===== config.mk =====
export PLATFORM = sky130hd
export DESIGN_NAME = fixed_point_atan2_core
export DESIGN_NICKNAME = d
export VERILOG_FILES = /design/src/hw/rtl/fpa_pkg.sv /design/src/hw/rtl/fixed_point_atan2_core.sv /design/src/hw/rtl/fpa_div.sv /design/src/hw/rtl/fpa_mul.sv
export SDC_FILE = /design/constraint.sdc
export NUM_CORES = 2
export LEC_CHECK = 0
export ABC_AREA = 1
export BUFFER_PORTS_ARGS = -buffer_cell sky130_fd_sc_hd__buf_2
export CAP_MARGIN = 20
export CORE_UTILIZATION = 51
export DETAILED_ROUTE_END_ITERATION = 16
export PLACE_DENSITY_LB_ADDON = 0.25
export RECOVER_POWER = 100
export REMOVE_ABC_BUFFERS = 1
export SYNTH_ARGS = -nofsm -noshare
export SYNTH_HDL_FRONTEND = slang
export SYNTH_HIERARCHICAL = 1
export SYNTH_SLANG_ARGS = --single-unit

===== constraint.sdc =====
create_clock -name clk -period 21.3 [get_ports clk]
set_input_delay 1.065 -clock clk [delete_from_list [all_inputs] [get_ports clk]]
set_output_delay 1.065 -clock clk [all_outputs]
set_load 0.02 [all_outputs]

===== src/hw/rtl/fpa_pkg.sv =====
`timescale 1ns / 1ps
// ----------------------------------------------------------------------------
// fpa_pkg: shared types and constants of the fixed-point atan2 core
// Holds the sequencer state type, the divider control and status structs and
// the Q15 and Q20 constants of the range reduction and the odd series.
// ----------------------------------------------------------------------------
package fpa_pkg;

    // Range reduction
    localparam logic [15:0] TAN15_Q15   = 16'd8780;   // tan(15 deg) in Q15
    localparam logic [31:0] SQRT3_Q15   = 32'd56756;  // sqrt(3) in Q15
    localparam logic [31:0] ONE_Q30     = 32'h4000_0000;
    localparam logic [15:0] ANGLE_30DEG = 16'd5461;
    localparam logic [2:0]  MAX_STEPS   = 3'd4;

    // Series coefficients, Q20, already scaled to angle units
    localparam logic [31:0] K_ONE   = 32'd166886;
    localparam logic [31:0] K_THIRD = 32'd55629;
    localparam logic [31:0] K_FIFTH = 32'd33377;

    // Angle units, 65536 per turn
    localparam logic [15:0] ANGLE_QUARTER = 16'd16384;
    localparam logic [15:0] ANGLE_HALF    = 16'd32768;

    // Divider geometry: 16 quotient bits, one per cycle
    localparam int          DIV_QBITS = 16;
    localparam logic [3:0]  DIV_LAST  = 4'(DIV_QBITS - 1);

    typedef enum logic [3:0] {
        S_IDLE,
        S_PREP,
        S_DIV,
        S_QUOT,
        S_CHECK,
        S_RED_MUL,
        S_RED_LOAD,
        S_SQ,
        S_Y2,
        S_Y2SQ,
        S_Y4,
        S_B,
        S_C,
        S_SVMUL,
        S_SV,
        S_FIN
    } fpa_state_t;

    typedef struct packed {
        logic        load;
        logic [47:0] dividend;
        logic [31:0] divisor;
    } div_ctrl_t;

    typedef struct packed {
        logic busy;
        logic done;
    } div_stat_t;

endpackage


===== src/hw/rtl/fixed_point_atan2_core.sv =====
`timescale 1ns / 1ps
// ----------------------------------------------------------------------------
// fixed_point_atan2_core: angle of a vector, 65536 units per turn
// Sequencer around one shared divider and one shared multiplier that forms
// the Q15 ratio, folds it to at most tan(15 deg) and evaluates an odd series.
// ----------------------------------------------------------------------------
// Usage:
//   Request channel: req_valid/req_ready with coord_y, coord_x (signed 32).
//   Response channel: rsp_valid/rsp_ready with angle (unsigned 16), one
//   item per request, counterclockwise from the positive x axis.
//   req_ready is high only while the sequencer is idle; one item is in
//   work at a time.
//   The time from request to rsp_valid grows with each 30-degree
//   reduction step, taken while the ratio of the smaller to the larger
//   magnitude exceeds tan(15 deg) (one for in-range inputs, four at
//   most). A zero vector skips the divider and answers 0.
//   Each step is bounded by the radix-2 divider, which serves both
//   the ratio and every reduction step; series products go through the
//   shared multiplier.
//   The result sits in an output register, so a new request can be taken
//   while the previous angle waits; a finished item waits in the last
//   sequencer state only while that register is still full.
//   Reset (rst_n low, asynchronous) drops any item in work and any pending
//   response.
// ----------------------------------------------------------------------------
module fixed_point_atan2_core (
    input  logic               clk,
    input  logic               rst_n,
    input  logic               req_valid,
    output logic               req_ready,
    input  logic signed [31:0] coord_y,
    input  logic signed [31:0] coord_x,
    output logic               rsp_valid,
    input  logic               rsp_ready,
    output logic [15:0]        angle
);
    import fpa_pkg::*;

    fpa_state_t  state_reg, state_next;

    // operand and flag registers
    logic [31:0] ay_reg, ay_next;
    logic [31:0] ax_reg, ax_next;
    logic        inv_reg, inv_next;
    logic        nx_reg, nx_next;
    logic        ny_reg, ny_next;
    logic        zero_reg, zero_next;
    logic [2:0]  iter_reg, iter_next;
    logic [15:0] res_reg, res_next;
    logic [15:0] q_mag_reg, q_mag_next;
    logic        q_neg_reg, q_neg_next;
    logic        num_neg_reg, num_neg_next;

    // series terms
    logic [20:0] y2_reg, y2_next;
    logic [22:0] y4_reg, y4_next;
    logic [17:0] b_reg, b_next;
    logic [31:0] s_reg, s_next;
    logic [15:0] sv_reg, sv_next;

    // output register
    logic        rsp_valid_reg, rsp_valid_next;
    logic [15:0] angle_reg, angle_next;

    // shared units
    div_ctrl_t   div_ctrl;
    div_stat_t   div_stat;
    logic [15:0] div_quot;
    logic [31:0] mul_a, mul_b;
    logic [63:0] mul_prod;

    // datapath helpers
    logic [31:0] mag_y, mag_x;
    logic [31:0] red_mag;
    logic        red_neg;
    logic [16:0] red_den;
    logic [19:0] c_term;
    logic [15:0] r0, r1, r2;
    logic        out_free;
    logic        req_fire;

    fpa_div u_div (
        .clk      (clk),
        .rst_n    (rst_n),
        .ctrl     (div_ctrl),
        .stat     (div_stat),
        .quotient (div_quot)
    );

    fpa_mul u_mul (
        .clk  (clk),
        .op_a (mul_a),
        .op_b (mul_b),
        .prod (mul_prod)
    );

    assign req_ready = (state_reg == S_IDLE);
    assign req_fire  = req_valid && req_ready;
    assign out_free  = !rsp_valid_reg || rsp_ready;
    assign rsp_valid = rsp_valid_reg;
    assign angle     = angle_reg;

    // Magnitudes; the most negative input comes out as 2^31
    always_comb
    begin
        mag_y = coord_y[31] ? (32'd0 - coord_y) : coord_y;
        mag_x = coord_x[31] ? (32'd0 - coord_x) : coord_x;
    end

    // 30-degree step: numerator q*sqrt3 - 1 as sign and magnitude, denominator
    always_comb
    begin
        red_neg = (mul_prod[31:0] < ONE_Q30);
        red_mag = red_neg ? (ONE_Q30 - mul_prod[31:0]) : (mul_prod[31:0] - ONE_Q30);
        red_den = {1'b0, q_mag_reg} + SQRT3_Q15[16:0];
        c_term  = mul_prod[38:19];
    end

    // Restore the octant and the quadrant, all modulo one turn
    always_comb
    begin
        r0 = q_neg_reg ? (res_reg - sv_reg) : (res_reg + sv_reg);
        r1 = inv_reg ? (ANGLE_QUARTER - r0) : r0;
        if (nx_reg && !ny_reg)
        begin
            r2 = ANGLE_HALF - r1;
        end
        else if (ny_reg && !nx_reg)
        begin
            r2 = 16'd0 - r1;
        end
        else if (nx_reg && ny_reg)
        begin
            r2 = r1 + ANGLE_HALF;
        end
        else
        begin
            r2 = r1;
        end
    end

    // Sequencer: next state, register updates and unit control
    always_comb
    begin
        state_next     = state_reg;
        ay_next        = ay_reg;
        ax_next        = ax_reg;
        inv_next       = inv_reg;
        nx_next        = nx_reg;
        ny_next        = ny_reg;
        zero_next      = zero_reg;
        iter_next      = iter_reg;
        res_next       = res_reg;
        q_mag_next     = q_mag_reg;
        q_neg_next     = q_neg_reg;
        num_neg_next   = num_neg_reg;
        y2_next        = y2_reg;
        y4_next        = y4_reg;
        b_next         = b_reg;
        s_next         = s_reg;
        sv_next        = sv_reg;
        rsp_valid_next = rsp_valid_reg && !rsp_ready;
        angle_next     = angle_reg;
        div_ctrl       = '0;
        mul_a          = '0;
        mul_b          = '0;

        case (state_reg)
            S_IDLE:
            begin
                if (req_fire)
                begin
                    nx_next = coord_x[31];
                    ny_next = coord_y[31];
                    // smaller magnitude becomes the numerator
                    if (mag_y > mag_x)
                    begin
                        ay_next  = mag_x;
                        ax_next  = mag_y;
                        inv_next = 1'b1;
                    end
                    else
                    begin
                        ay_next  = mag_y;
                        ax_next  = mag_x;
                        inv_next = 1'b0;
                    end
                    state_next = S_PREP;
                end
            end
            S_PREP:
            begin
                res_next     = '0;
                iter_next    = '0;
                num_neg_next = 1'b0;
                q_neg_next   = 1'b0;
                if (ax_reg == 32'd0)
                begin
                    zero_next  = 1'b1;
                    state_next = S_FIN;
                end
                else
                begin
                    // ratio in Q15: (ay << 15) / ax
                    zero_next         = 1'b0;
                    div_ctrl.load     = 1'b1;
                    div_ctrl.dividend = {1'b0, ay_reg, 15'd0};
                    div_ctrl.divisor  = ax_reg;
                    state_next        = S_DIV;
                end
            end
            S_DIV:
            begin
                if (div_stat.done)
                begin
                    state_next = S_QUOT;
                end
            end
            S_QUOT:
            begin
                q_mag_next = div_quot;
                q_neg_next = num_neg_reg && (div_quot != 16'd0);
                state_next = S_CHECK;
            end
            S_CHECK:
            begin
                if (!q_neg_reg && (q_mag_reg > TAN15_Q15) && (iter_reg < MAX_STEPS))
                begin
                    res_next   = res_reg + ANGLE_30DEG;
                    iter_next  = iter_reg + 3'd1;
                    state_next = S_RED_MUL;
                end
                else
                begin
                    state_next = S_SQ;
                end
            end
            S_RED_MUL:
            begin
                mul_a      = {16'd0, q_mag_reg};
                mul_b      = SQRT3_Q15;
                state_next = S_RED_LOAD;
            end
            S_RED_LOAD:
            begin
                num_neg_next      = red_neg;
                div_ctrl.load     = 1'b1;
                div_ctrl.dividend = {17'd0, red_mag[30:0]};
                div_ctrl.divisor  = {15'd0, red_den};
                state_next        = S_DIV;
            end
            S_SQ:
            begin
                mul_a      = {16'd0, q_mag_reg};
                mul_b      = {16'd0, q_mag_reg};
                state_next = S_Y2;
            end
            S_Y2:
            begin
                y2_next    = mul_prod[31:11];
                state_next = S_Y2SQ;
            end
            S_Y2SQ:
            begin
                mul_a      = {11'd0, y2_reg};
                mul_b      = {11'd0, y2_reg};
                state_next = S_Y4;
            end
            S_Y4:
            begin
                y4_next    = mul_prod[41:19];
                mul_a      = {11'd0, y2_reg};
                mul_b      = K_THIRD;
                state_next = S_B;
            end
            S_B:
            begin
                b_next     = mul_prod[36:19];
                mul_a      = {9'd0, y4_reg};
                mul_b      = K_FIFTH;
                state_next = S_C;
            end
            S_C:
            begin
                s_next     = K_ONE - {14'd0, b_reg} + {12'd0, c_term};
                state_next = S_SVMUL;
            end
            S_SVMUL:
            begin
                mul_a      = {16'd0, q_mag_reg};
                mul_b      = s_reg;
                state_next = S_SV;
            end
            S_SV:
            begin
                sv_next    = mul_prod[34:19];
                state_next = S_FIN;
            end
            S_FIN:
            begin
                // hold the item until the output register is free
                if (out_free)
                begin
                    angle_next     = zero_reg ? 16'd0 : r2;
                    rsp_valid_next = 1'b1;
                    state_next     = S_IDLE;
                end
            end
            default:
            begin
                state_next = S_IDLE;
            end
        endcase
    end

    // Control state
    always_ff @(posedge clk or negedge rst_n)
    begin
        if (!rst_n)
        begin
            state_reg     <= S_IDLE;
            rsp_valid_reg <= 1'b0;
            iter_reg      <= '0;
            q_neg_reg     <= 1'b0;
        end
        else
        begin
            state_reg     <= state_next;
            rsp_valid_reg <= rsp_valid_next;
            iter_reg      <= iter_next;
            q_neg_reg     <= q_neg_next;
        end
    end

    // Payload
    always_ff @(posedge clk)
    begin
        ay_reg      <= ay_next;
        ax_reg      <= ax_next;
        inv_reg     <= inv_next;
        nx_reg      <= nx_next;
        ny_reg      <= ny_next;
        zero_reg    <= zero_next;
        res_reg     <= res_next;
        q_mag_reg   <= q_mag_next;
        num_neg_reg <= num_neg_next;
        y2_reg      <= y2_next;
        y4_reg      <= y4_next;
        b_reg       <= b_next;
        s_reg       <= s_next;
        sv_reg      <= sv_next;
        angle_reg   <= angle_next;
    end

    // Checks
    a_div_busy_in_div: assert property (@(posedge clk) disable iff (!rst_n)
        state_reg == S_DIV |-> div_stat.busy)
        else $error("sequencer waits on an idle divider");

    a_div_done_owner: assert property (@(posedge clk) disable iff (!rst_n)
        div_stat.done |-> state_reg == S_DIV)
        else $error("divider finished outside the divide state");

    a_no_neg_zero: assert property (@(posedge clk) disable iff (!rst_n)
        q_neg_reg |-> q_mag_reg != 16'd0)
        else $error("negative flag set on a zero ratio");

    a_step_bound: assert property (@(posedge clk) disable iff (!rst_n)
        state_reg == S_CHECK |-> iter_reg <= MAX_STEPS)
        else $error("too many reduction steps");

    a_fin_delivers: assert property (@(posedge clk) disable iff (!rst_n)
        (state_reg == S_FIN) && out_free |=> rsp_valid_reg && (state_reg == S_IDLE))
        else $error("finished item not moved to the output register");

endmodule


===== src/hw/rtl/fpa_div.sv =====
`timescale 1ns / 1ps
// ----------------------------------------------------------------------------
// fpa_div: radix-2 restoring divider, one quotient bit per cycle
// Divides a 48-bit dividend by a 32-bit divisor where the quotient is known
// to fit in 16 bits. Shared by the ratio and the 30-degree reduction steps.
// ----------------------------------------------------------------------------
module fpa_div (
    input  logic              clk,
    input  logic              rst_n,
    input  fpa_pkg::div_ctrl_t ctrl,
    output fpa_pkg::div_stat_t stat,
    output logic [15:0]       quotient
);
    import fpa_pkg::*;

    logic        busy_reg, busy_next;
    logic [3:0]  cnt_reg, cnt_next;
    logic [31:0] rem_reg, rem_next;
    logic [15:0] lo_reg, lo_next;
    logic [31:0] den_reg, den_next;

    logic [32:0] shifted;
    logic [32:0] diff;
    logic        ge;

    // One trial subtraction per cycle
    always_comb
    begin
        shifted = {rem_reg, lo_reg[15]};
        diff    = shifted - {1'b0, den_reg};
        ge      = (shifted >= {1'b0, den_reg});
    end

    always_comb
    begin
        busy_next = busy_reg;
        cnt_next  = cnt_reg;
        rem_next  = rem_reg;
        lo_next   = lo_reg;
        den_next  = den_reg;
        if (ctrl.load)
        begin
            busy_next = 1'b1;
            cnt_next  = '0;
            rem_next  = ctrl.dividend[47:16];
            lo_next   = ctrl.dividend[15:0];
            den_next  = ctrl.divisor;
        end
        else if (busy_reg)
        begin
            // remainder stays below the divisor, so 32 bits hold it
            rem_next = ge ? diff[31:0] : shifted[31:0];
            lo_next  = {lo_reg[14:0], ge};
            cnt_next = cnt_reg + 4'd1;
            if (cnt_reg == DIV_LAST)
            begin
                busy_next = 1'b0;
            end
        end
    end

    always_ff @(posedge clk or negedge rst_n)
    begin
        if (!rst_n)
        begin
            busy_reg <= 1'b0;
            cnt_reg  <= '0;
        end
        else
        begin
            busy_reg <= busy_next;
            cnt_reg  <= cnt_next;
        end
    end

    always_ff @(posedge clk)
    begin
        rem_reg <= rem_next;
        lo_reg  <= lo_next;
        den_reg <= den_next;
    end

    assign stat.busy = busy_reg;
    assign stat.done = busy_reg && (cnt_reg == DIV_LAST);
    assign quotient  = lo_reg;

endmodule


===== src/hw/rtl/fpa_mul.sv =====
`timescale 1ns / 1ps
// ----------------------------------------------------------------------------
// fpa_mul: shared 32x32 unsigned multiplier with registered product
// Every product of the core goes through this unit, one per cycle.
// ----------------------------------------------------------------------------
module fpa_mul (
    input  logic        clk,
    input  logic [31:0] op_a,
    input  logic [31:0] op_b,
    output logic [63:0] prod
);
    import fpa_pkg::*;

    logic [63:0] prod_reg, prod_next;

    // full-width product of the operands selected this cycle
    always_comb
    begin
        prod_next = {32'd0, op_a} * {32'd0, op_b};
    end

    always_ff @(posedge clk)
    begin
        prod_reg <= prod_next;
    end

    assign prod = prod_reg;

endmodule


==> flow_summary_export.csv <==
group,metric,value,unit
critical_path,reg2reg_to,"u_mul/prod[15]",
global_route,met2_usage,51.6,%
critical_path,cpPeakStageDelay,1440,ps
outcome,violations,"design-rule violations, max-capacitance violations, max-slew violations",
final_layout,stdcell_count,7880,
floorplanning,die-height,315,um
logic_synthesis,syn_inst,6591,
job,cap_violations,9,
worst_hold_path,holdPathEnd,"y4_reg[21]",
clock_tree,cts.clk_slew.worst_paths,60,ps
critical_path,rr_worst_depth,27,
routing,ant_nets,0,
final_layout,syn_to_final_growth,6.17,%
final_layout,drive_gt1_share,5.10,%
floorplanning,io_pins,86,
timing,slew_viol_final,397,
floorplanning,die_w,315,um
global_route,gr-usage-met3,3.84,%
place,dp_hpwl,113000,um
worst_hold_path,holdCritStartpoint,"u_mul/prod[40]",
pwr,power.density_cell_area,170,nW/um2
routing,drtIter0Drc,3128,
timing,clock-skew-final,34.1,ps
clock_tree,clock_latency,580,ps
critical_path,path_class,"flip-flop to flip-flop",
place,port_buffers,85,
place,place_ws,11680,ps
routing,wirelength,145000,um
clock_tree,cts-root-buf,"clkbuf_16",
floorplanning,start_util,51.5,%
place,gp_congestion,0.954,
critical_path,ff2ff_setup_slack,10010,ps
clock_tree,cts_resized,0,
clock_tree,cts_setup_buffers,0,
timing,rsz0062_at_grt,"no",
timing,fin_crit,11290,ps
critical_path,start_kind,"flip-flop",
logic_synthesis,syn-cell-area,49900,um2
timing,tightest_slew,3540,ps
global_route,grt_pass1_vias,41300,
floorplanning,dieArea,99100,um2
critical_path,worst_ep_arrival_time,11730,ps
timing,setup_tns,0,ps
timing,hold_viol_final,0,
timing,worst_slack,10010,ps
worst_hold_path,min_path_cells,0,
routing,vias,40500,
final_layout,final_util,54.7,%
routing,drt-wirelength-per-cell,18.4,um
logic_synthesis,syn_area_per_cell,7.57,um2
critical_path,path_depth,27,
routing,drt-pass1-iter-count,12,
routing,drc,20,
clock_tree,cts_htree_levels,2,
global_route,grt_max_degree,112,
critical_path,critical-path-top-delay-family,"adder cells",
clock_tree,ctsLongestPathBuffers,3,
routing,via_per_inst,5.14,
critical_path,path_buf_inv,8,
timing,post-route-period-util,53.0,%
place,place_area,51900,um2
worst_hold_path,hp-class,"flip-flop to flip-flop",
clock_tree,numClockSinks,353,
clock_tree,cts_tree,"yes",
final_layout,postLayoutCellArea,53000,um2
clock_tree,cts_made_buffers,42,
final_layout,nNetsFinal,7601,
timing,relSlewSlack,-136,%
logic_synthesis,yosysWarnings,6,
global_route,gr-total-overflow,0,
global_route,grt_pass1_wl,229000,um
critical_path,critPathSlowestCell,"clkbuf_1",
place,dp_cells,7804,
critical_path,required,21740,ps
global_route,grt_usage,30.1,%
clock_tree,cts_hold_buf,0,
final_layout,largest_register_ffs,42,
critical_path,path_max_fanout,25,
final_layout,fillCellCount,9278,
timing,finalSetupViolCount,0,
timing,max_clock_freq,0.0886,GHz
critical_path,timing.rr.start,"state_reg[2]",
pwr,power.leakage,0.0301,uW
floorplanning,coreArea,96900,um2
outcome,status,"complete, but fails checks",
floorplanning,fp-row-count,114,
global_route,use_met1,39.3,%
critical_path,setup.worst_path.end_class,"flip-flop",
pwr,ir_drop,0.134,mV
global_route,grt.busiest_layer,"met2",
global_route,antenna_found_initial,2,
[area by class of cell]
type / instances / area (um2) / share of cell area [%]
sequential: 353 / 10100 / 19.1
multi-input combinational: 4241 / 32400 / 61.1
clock buffer: 50 / 1100 / 2.08
antenna: 1 / 2.50 / 0.00472
timing repair buffer: 162 / 898 / 1.70
clock inverter: 23 / 221 / 0.418
inverter: 1774 / 6660 / 12.6
tap: 1276 / 1600 / 3.01
[worst max path at each step]
stage / slack [ps] / startpoint / endpoint
5_1_grt: 9420 / state_reg[1] / u_mul/prod[41]
3_3_place_gp: 11900 / state_reg[0] / u_mul/prod[35]
4_1_cts: 11600 / state_reg[0] / u_mul/prod[35]
3_5_place_dp: 11680 / state_reg[0] / u_mul/prod[35]
6_report: 10010 / state_reg[2] / u_mul/prod[15]
2_1_floorplan: 5290 / state_reg[0] / u_mul/prod[32]
[placed cells by master (no fill, tap or decap), types with 64 or more instances in the layout]
cell,n
nor2_1,314
ha_1,267
nand2_1,1892
o21ai_0,161
fa_1,692
inv_1,1751
nand3_1,189
edfxtp_1,297
a21oi_1,152
buf_2,64
xor2_1,117
[through the flow]
stage / hold slack, ps / power, uW
2_1_floorplan: 386 / 5940
3_3_place_gp: 387 / 8150
3_5_place_dp: 390 / 8220
4_1_cts: 379 / 8960
5_1_grt: 409 / 9840
6_report: 403 / 8990
[worst reg2reg max path, delay by kind of cell (launching register included)]
family                   cells  cell delay, ps
buffers and inverters        8            3500
AND/OR/NAND/NOR              8            1820
XOR/XNOR                     1             370
AO/OA/AOI/OAI                1            1290
adder cells (fa/ha/maj)      9            3800
flip-flops                   1             390
[routing by layer]
| layer | share of wire [%] | vias to the layer above |
|---|---|---|
| met3 | 6.4 | 275 |
| met1 | 41 | 19700 |
| li1 | - | 19300 |
| met2 | 49 | 1311 |
| met5 | 0 | - |
| met4 | 3.5 | 0 |
[where the power goes]
part | switching (uW) | internal, uW | total (uW)
logic | 4690 | 2300 | 6990
registers | 182 | 1110 | 1290
clock network | 300 | 407 | 707
total | 5180 | 3820 | 8990
(Power assumes the default switching activity.)
